File: src/hw/rtl/fpmr_pkg.sv
// shared types, step codes and neighbor offsets for the fcc pair rate block
`timescale 1ns / 1ps

package fpmr_pkg;

   // request function codes
   typedef enum logic [1:0] {
      FUNC_WRITE_SITE  = 2'd0,
      FUNC_READ_SITE   = 2'd1,
      FUNC_EVAL_PAIR   = 2'd2,
      FUNC_WRITE_TABLE = 2'd3
   } func_type;

   // controller states
   typedef enum logic [2:0] {
      ST_IDLE,
      ST_WRITE,
      ST_SCAN,
      ST_DRAIN,
      ST_CLASS,
      ST_FINISH
   } state_type;

   // lattice read sequence step
   typedef logic [4:0] step_type;

   localparam int       NB_COUNT        = 12;
   localparam step_type STEP_SITE       = 5'd0;
   localparam step_type STEP_PARTNER    = 5'd1;
   localparam step_type STEP_SITE_NB    = 5'd2;
   localparam step_type STEP_PARTNER_NB = 5'd14;
   localparam step_type STEP_READ_LAST  = 5'd13;
   localparam step_type STEP_EVAL_LAST  = 5'd25;

   // neighbor offset per axis, two's complement
   typedef struct packed {
      logic signed [1:0] dx;
      logic signed [1:0] dy;
      logic signed [1:0] dz;
   } nb_off_type;

   localparam logic signed [1:0] OFF_P = 2'sb01;
   localparam logic signed [1:0] OFF_Z = 2'sb00;
   localparam logic signed [1:0] OFF_M = 2'sb11;

   // commands from the controller to the datapath
   typedef struct packed {
      logic     load;
      logic     write;
      logic     issue;
      step_type step;
      logic     lookup;
      logic     load_rsp;
   } fpmr_cmd_type;

   // the twelve fcc neighbor directions
   function automatic nb_off_type nb_offset(input logic [3:0] dir);
      nb_off_type off;
      case (dir)
         4'd0:    off = '{dx: OFF_P, dy: OFF_Z, dz: OFF_P};
         4'd1:    off = '{dx: OFF_Z, dy: OFF_M, dz: OFF_P};
         4'd2:    off = '{dx: OFF_M, dy: OFF_Z, dz: OFF_P};
         4'd3:    off = '{dx: OFF_Z, dy: OFF_P, dz: OFF_P};
         4'd4:    off = '{dx: OFF_P, dy: OFF_P, dz: OFF_Z};
         4'd5:    off = '{dx: OFF_M, dy: OFF_P, dz: OFF_Z};
         4'd6:    off = '{dx: OFF_Z, dy: OFF_P, dz: OFF_M};
         4'd7:    off = '{dx: OFF_P, dy: OFF_Z, dz: OFF_M};
         4'd8:    off = '{dx: OFF_M, dy: OFF_Z, dz: OFF_M};
         4'd9:    off = '{dx: OFF_Z, dy: OFF_M, dz: OFF_M};
         4'd10:   off = '{dx: OFF_P, dy: OFF_M, dz: OFF_Z};
         4'd11:   off = '{dx: OFF_M, dy: OFF_M, dz: OFF_Z};
         default: off = '{dx: OFF_Z, dy: OFF_Z, dz: OFF_Z};
      endcase
      return off;
   endfunction

endpackage

File: src/hw/rtl/fpmr_ctrl.sv
// controller state machine: transaction sequencing and lattice read stepping
`timescale 1ns / 1ps

module fpmr_ctrl import fpmr_pkg::*; (
   input  logic         clock,
   input  logic         reset,
   input  logic         req_valid,
   output logic         req_ready,
   input  logic [1:0]   req_func,
   output logic         rsp_valid,
   input  logic         rsp_ready,
   output fpmr_cmd_type cmd
);

   state_type state_ff, state_in;
   func_type  op_ff, op_in;
   step_type  step_ff, step_in;
   logic      rsp_valid_ff, rsp_valid_in;
   step_type  step_last;
   logic      rsp_free;

   assign step_last = (op_ff == FUNC_EVAL_PAIR) ? STEP_EVAL_LAST : STEP_READ_LAST;
   assign rsp_free  = !rsp_valid_ff || rsp_ready;

   // next state
   always_comb begin
      state_in = state_ff;
      op_in    = op_ff;
      step_in  = step_ff;
      case (state_ff)
         ST_IDLE: begin
            if (req_valid) begin
               op_in   = func_type'(req_func);
               step_in = STEP_SITE;
               case (func_type'(req_func))
                  FUNC_READ_SITE: state_in = ST_SCAN;
                  FUNC_EVAL_PAIR: state_in = ST_SCAN;
                  default:        state_in = ST_WRITE;
               endcase
            end
         end
         ST_WRITE:  state_in = ST_FINISH;
         ST_SCAN: begin
            if (step_ff == step_last) begin
               state_in = ST_DRAIN;
            end else begin
               step_in = step_ff + 5'd1;
            end
         end
         ST_DRAIN:  state_in = ST_CLASS;
         ST_CLASS:  state_in = ST_FINISH;
         ST_FINISH: begin
            if (rsp_free) begin
               state_in = ST_IDLE;
            end
         end
         default:   state_in = ST_IDLE;
      endcase
   end

   // outputs
   always_comb begin
      req_ready    = (state_ff == ST_IDLE);
      cmd.load     = (state_ff == ST_IDLE) && req_valid;
      cmd.write    = (state_ff == ST_WRITE);
      cmd.issue    = (state_ff == ST_SCAN);
      cmd.step     = step_ff;
      cmd.lookup   = (state_ff == ST_CLASS);
      cmd.load_rsp = (state_ff == ST_FINISH) && rsp_free;
      rsp_valid_in = rsp_valid_ff;
      if (cmd.load_rsp) begin
         rsp_valid_in = 1'b1;
      end else if (rsp_ready) begin
         rsp_valid_in = 1'b0;
      end
   end

   assign rsp_valid = rsp_valid_ff;

   // state registers
   always_ff @(posedge clock) begin
      if (reset) begin
         state_ff     <= ST_IDLE;
         op_ff        <= FUNC_WRITE_SITE;
         step_ff      <= STEP_SITE;
         rsp_valid_ff <= 1'b0;
      end else begin
         state_ff     <= state_in;
         op_ff        <= op_in;
         step_ff      <= step_in;
         rsp_valid_ff <= rsp_valid_in;
      end
   end

   // the scan never runs past the last lattice read of an evaluation
   a_scan_bound: assert property (@(posedge clock) disable iff (reset)
      state_ff == ST_SCAN |-> step_ff <= STEP_EVAL_LAST)
      else $error("scan step beyond evaluation sequence");

   // a site read stops after the site neighbors
   a_read_bound: assert property (@(posedge clock) disable iff (reset)
      (state_ff == ST_SCAN && op_ff == FUNC_READ_SITE) |-> step_ff <= STEP_READ_LAST)
      else $error("site read scan too long");

   // only reads and evaluations scan the lattice
   a_scan_op: assert property (@(posedge clock) disable iff (reset)
      state_ff == ST_SCAN |-> (op_ff == FUNC_READ_SITE || op_ff == FUNC_EVAL_PAIR))
      else $error("scan for a write transaction");

   // the drain cycle always follows the last scan step
   a_drain_after_scan: assert property (@(posedge clock) disable iff (reset)
      (state_ff == ST_SCAN && step_ff == step_last) |=> state_ff == ST_DRAIN)
      else $error("drain did not follow last scan step");

endmodule

File: config.mk
export PLATFORM = sky130hd
export DESIGN_NAME = fpmr_ctrl
export DESIGN_NICKNAME = d
export VERILOG_FILES = /design/src/hw/rtl/fpmr_pkg.sv /design/src/hw/rtl/fpmr_ctrl.sv
export SDC_FILE = /design/constraint.sdc
export NUM_CORES = 1
export LEC_CHECK = 0
export BUFFER_PORTS_ARGS = -buffer_cell sky130_fd_sc_hd__clkbuf_2
export CORE_AREA = 2 2 40 42
export CTS_BUF_LIST = sky130_fd_sc_hd__clkbuf_4
export CTS_CLUSTER_DIAMETER = 60
export CTS_CLUSTER_SIZE = 10
export DETAILED_ROUTE_END_ITERATION = 16
export DIE_AREA = 0 0 42 44
export GPL_ROUTABILITY_DRIVEN = 0
export PLACE_DENSITY_LB_ADDON = 0.3
export SLEW_MARGIN = 10
export SYNTH_ARGS = -nofsm -noshare
export SYNTH_HDL_FRONTEND = slang
export SYNTH_SLANG_ARGS = --single-unit
File: constraint.sdc
create_clock -name clock -period 2.05 [get_ports clock]
set_input_delay 0.205 -clock clock [delete_from_list [all_inputs] [get_ports clock]]
set_output_delay 0.205 -clock clock [all_outputs]
set_load 0.01 [all_outputs]
==> results of run 1 <==
-- synth_stat cells --
master,instances,area (µm²)
inv_1,2,7.51
a2bb2oi_1,1,8.76
or2_0,1,6.26
nor2_1,5,18.8
a31oi_1,2,12.5
nor3b_1,3,22.5
nand2_1,9,33.8
nand3_1,4,20.0
nand4_1,1,6.26
clkinv_4,1,8.76
buf_6,1,11.3
ha_1,2,25.0
a21boi_1,1,7.51
buf_2,1,5.00
nor2b_1,2,12.5
nand4bb_1,1,11.3
a211o_1,1,8.76
a21oi_1,7,35.0
xor2_1,1,8.76
o21ai_1,1,5.00
nor3b_2,1,12.5
a211oi_1,1,7.51
and2_1,1,6.26
or2_4,1,8.76
mux2i_1,1,10.0
nor3_1,3,15.0
or3_4,1,11.3
dfxtp_1,11,220
a21o_1,2,15.0
buf_4,1,7.51
mux2_2,2,22.5
clkbuf_1,2,7.51
nor2_2,1,6.26
nand2b_1,3,18.8
nand3b_1,1,7.51
a311oi_1,1,8.76
o21ai_0,2,10.0
-- final cells by class --
| cell class | instances | area (µm²) | share of cell area |
|---|---|---|---|
| Timing Repair Buffer | 17 | 85.1 | 0.110 |
| Inverter | 3 | 16.3 | 0.0210 |
| Clock buffer | 4 | 30.0 | 0.0388 |
| Multi-Input combinational cell | 63 | 403 | 0.520 |
| Sequential cell | 11 | 220 | 0.284 |
| Tap cell | 16 | 20.0 | 0.0258 |
-- registers in the layout, summed over array words and instances (netlist names) --
name / count
op_ff: 2
rsp_valid: 1
state_ff: 3
step_ff: 5
-- logic make-up after synthesis --
family,Yosys count,share of synthesized area
AOI/OAI and AO/OA,19,0.177
xor gates and xnor gates,1,0.0131
adders and majority gates,2,0.0373
buffers and inverters,8,0.0709
DFF,11,0.328
muxes,3,0.0485
and+or+nand+nor,38,0.325
-- metal layers --
layer  vias up  global-route usage  share of wire
li1        320                   -              -
met1       276               0.223           0.48
met2        17               0.263           0.45
met5         -                   0              0
met4         0              0.0839          0.017
met3         4              0.0417          0.054
-- metrics by stage --
| step | power (mW) | setup slack (ns) | util |
|---|---|---|---|
| 2_1_floorplan | 0.392 | 0.545 | - |
| 3_3_place_gp | 0.428 | 0.449 | 0.525 |
| 3_5_place_dp | 0.430 | 0.408 | 0.525 |
| 4_1_cts | 0.597 | 0.290 | 0.546 |
| 5_1_grt | 0.632 | 0.231 | 0.546 |
| 6_report | 0.595 | 0.298 | 0.546 |
-- critical path: stages, from the launching register on --
cell,delay (ns)
dfxtp_1,0.40
or2_4,0.29
or3_4,0.38
clkinv_4,0.08
clkbuf_2,0.12
-- path summary, 6_finish.rpt --
path                                          startpoint                       to  slack (ns)  cells after the start
worst max-delay path            state_ff[0]$_SDFFE_PP0P_                   cmd[9]        0.30                      4
worst min-delay path                         req_func[1]    op_ff[1]$_SDFFE_PP0P_        0.16                      3
worst max register to register  state_ff[1]$_SDFFE_PP0P_  step_ff[1]$_SDFFE_PP0P_        0.38                      3
worst min register to register     op_ff[1]$_SDFFE_PP0P_    op_ff[1]$_SDFFE_PP0P_        0.47                      2
-- power by group through the flow --
stage	registers, mW	logic [mW]	clock network, mW
after floorplan	0.247	0.145	0
after global placement	0.269	0.159	0
after detailed placement	0.271	0.159	0
after CTS	0.265	0.160	0.172
after global routing	0.271	0.179	0.181
final	0.266	0.159	0.171
==> flow_summary.yaml, run 1 <==
outcome:
  status: "finished, final reports clean"
setup_path:
  setup.worst_path.start_class: "flip-flop"
  end_kind: "primary output"
  worstPathRequired_ns: 1.85
  path_max_fanout: 9
  critical_path_class: "flip-flop to primary output"
  critPathArrivalTime_ns: 1.55
timing:
  relSlewSlack: 0.759
  fin_crit_ns: 1.75
  period_share: 0.855
  worstMarginPinSlew_ns: 0.361
  skew_ns: 0.00743
  hold_violations: 0
  grt_setup_unrepaired: "no"
  finalSetupTns_ns: 0
  finalSetupViolations: 0
  finalMaxSlewViolations: 0
  max_clock_freq_mhz: 571
  hold_ws_ns: 0.163
synthesis:
  netlist_instances: 82
  avgSynthCellArea_um2: 8.18
  synth.distinct_cells: 37
  synth_seq_area_share: 0.328
  syn_area_um2: 671
  synth_seq_cells: 11
  ys_warn_count: 0
  syn_nets: 90
clock_network:
  htree_levels: 1
  cts_setup_buffers: 0
  cts_hold_buf: 0
  clock_sinks: 11
  path_clk_slew_ns: 0.08
  clk_latency_ns: 0.28
  cts_made_buffers: 3
  clockBufferDepth: 2
  cts-root-buf: "clkbuf_4"
  cts_tree: "done"
  cts_repair_resize_count: 0
cells_and_area:
  final_cell_mix: "clkbuf_2, dfxtp_1, nand2_1"
  final_cells: 114
  drive_above_1_share: 0.286
  synthToLayoutAreaGrowth_pct: 15.5
  finalInstanceArea_um2: 774
  layout_commonest_cell: "clkbuf_2"
  final_nets: 107
  antenna_cells: 0
  fillCellCount: 142
detailed_routing:
  drtAntennaViolNets: 0
  wl_um: 1350
  first_pass_iters: 4
  vias: 617
  first_iter_violations: 10
  via_per_inst: 5.41
  drc_errors: 0
  wl_per_cell_um: 11.8
placed_design:
  place_area_um2: 744
  dp.cells: 110
  port_buffers: 17
  dp_hpwl_um: 967
global_route:
  grt_max_degree: 15
  antenna_found_initial: 0
  grt_pass1_vias: 570
  grt_use_total: 0.170
  grt_pass1_wl_um: 2370
  overflow: 0
hold_path:
  hp-class: "input port to flip-flop"
die:
  rows: 14
  dieArea_um2: 1850
  die_w_um: 42
  coreArea_um2: 1420
  initial_utilization: 0.473
  die_y_um: 44
  io_pins: 18
power:
  pwr-share-seq: 0.446
  p_leak_nw: 0.334
  power.share.switching: 0.335
  irDropWorstVdd_v: 0.000377
  power_density_nw_per_um2: 769
  p_switching_uw: 199
  p_comb_frac: 0.268
  p_int_uw: 396
  clkPwrFrac: 0.286
flow_run:
  drv_cap: 0
Power figures use the tool's default switching activity.
==> inputs of run 2 (changes only) <==
- BUFFER_PORTS_ARGS: -buffer_cell sky130_fd_sc_hd__clkbuf_2 -> -buffer_cell sky130_fd_sc_hd__buf_2
==> flow_summary.yaml, run 2 (same netlist as run 1, synthesis figures left out) <==
die:
  initial_utilization: 0.473
  coreArea_um2: 1420
  rows: 14
  die_w_um: 42
  dieArea_um2: 1850
  io_pins: 18
  die_y_um: 44
outcome:
  status: "finished, final reports clean"
global_route:
  grt_pass1_wl_um: 2280
  overflow: 0
  grt_pass1_vias: 558
  antenna_found_initial: 0
  grt_use_total: 0.169
  grt_max_degree: 15
detailed_routing:
  wl_per_cell_um: 12.1
  first_pass_iters: 4
  drc_errors: 0
  vias: 624
  drtAntennaViolNets: 0
  wl_um: 1390
  met2_length_um: 629
  via_per_inst: 5.47
  first_iter_violations: 21
  top_layer: "met4"
  wl_met1_um: 653
  met3_length_um: 57
power:
  irDropWorstVdd_v: 0.000445
  power_density_nw_per_um2: 767
  finalPower_uw: 594
  p_leak_nw: 0.341
cells_and_area:
  largest_reg_flops: 5
  synthToLayoutAreaGrowth_pct: 15.5
  antenna_cells: 0
  final_nets: 107
  layout_commonest_cell: "buf_2"
  drive_above_1_share: 0.286
  regMostFlops: "step_ff"
  top_regs: "step_ff (5), state_ff (3), op_ff (2)"
  final_cell_mix: "buf_2, dfxtp_1, nand2_1"
setup_path:
  timing.rr.start: "state_ff[1]$_SDFFE_PP0P_"
  critical_path_class: "flip-flop to primary output"
  rr_worst_depth: 3
  crit_start: "state_ff[0]$_SDFFE_PP0P_"
  r2r_end: "step_ff[1]$_SDFFE_PP0P_"
  path_max_fanout: 9
  crit_path_end: "cmd[9]"
  worstPathRequired_ns: 1.85
  r2r_setup_slack_ns: 0.40
  critPathArrivalTime_ns: 1.57
  end_kind: "primary output"
  setup.worst_path.start_class: "flip-flop"
flow_run:
  drv_cap: 0
placed_design:
  dp_hpwl_um: 1010
  port_buffers: 17
clock_network:
  path_clk_slew_ns: 0.07
  cts_tree: "done"
  htree_levels: 1
  cts_made_buffers: 3
  clock_sinks: 11
  clk_latency_ns: 0.27
  cts_repair_resize_count: 0
  cts-root-buf: "clkbuf_4"
  cts_setup_buffers: 0
  cts_hold_buf: 0
  clockBufferDepth: 2
timing:
  worstMarginPinSlew_ns: 0.366
  fin_crit_ns: 1.77
  finalSetupTns_ns: 0
  period_share: 0.865
  hold_violations: 0
  grt_setup_unrepaired: "no"
  max_clock_freq_mhz: 564
  skew_ns: 0.00213
  finalSetupViolations: 0
  relSlewSlack: 0.755
  hold_ws_ns: 0.182
  finalMaxSlewViolations: 0
hold_path:
  hp-class: "input port to flip-flop"
[run 2: changes by cell type in the layout (fill, tap and decap cells not counted)]
cell      previous run  this run
buf_2                0        17
clkbuf_2            17         0
[run 2: power by group]
part | leakage (nW) | switching (mW) | internal [mW] | total (mW)
sequential | 0.0896 | 0.0348 | 0.232 | 0.267
combinational | 0.233 | 0.0842 | 0.0763 | 0.161
clock | 0.0184 | 0.0782 | 0.0888 | 0.167
[run 2: cell type report]
cell class	count	area (µm²)
fill	133	644
multi-input combinational	63	403
sequential	11	220
timing repair buffer	17	85.1
clock buffer	4	30.0
tap	16	20.0
inverter	3	16.3
[run 2: per-layer routing]
metal	vias to the layer above	global-route usage
met2	14	0.281
met4	0	0.135
li1	319	-
met5	-	0
met1	286	0.192
met3	5	0.0292
[run 2: through the flow]
step           setup slack [ns]  cell area [µm²]   util  cells
2_1_floorplan             0.545              671      -     82
3_3_place_gp              0.455              744  0.525    110
3_5_place_dp              0.426              744  0.525    110
4_1_cts                   0.285              774  0.546    114
5_1_grt                   0.229              774  0.546    114
6_report                  0.277              774  0.546    114
[run 2: how the worst min path moves through the flow]
stage / from / endpoint / slack [ns] / cells after the start
6_report: req_func[0] / op_ff[0]$_SDFFE_PP0P_ / 0.18 / 3
5_1_grt: req_func[1] / op_ff[1]$_SDFFE_PP0P_ / 0.19 / 3
4_1_cts: req_func[1] / op_ff[1]$_SDFFE_PP0P_ / 0.18 / 3
3_5_place_dp: op_ff[1]$_SDFFE_PP0P_ / op_ff[1]$_SDFFE_PP0P_ / 0.46 / 2
3_3_place_gp: op_ff[1]$_SDFFE_PP0P_ / op_ff[1]$_SDFFE_PP0P_ / 0.46 / 2
2_1_floorplan: req_func[0] / op_ff[0]$_SDFFE_PP0P_ / 0.34 / 2
[run 2: critical path, cell delays in order (launching register included)]
cell	delay [ns]
dfxtp_1	0.41
or2_4	0.30
or3_4	0.38
clkinv_4	0.08
buf_2	0.12
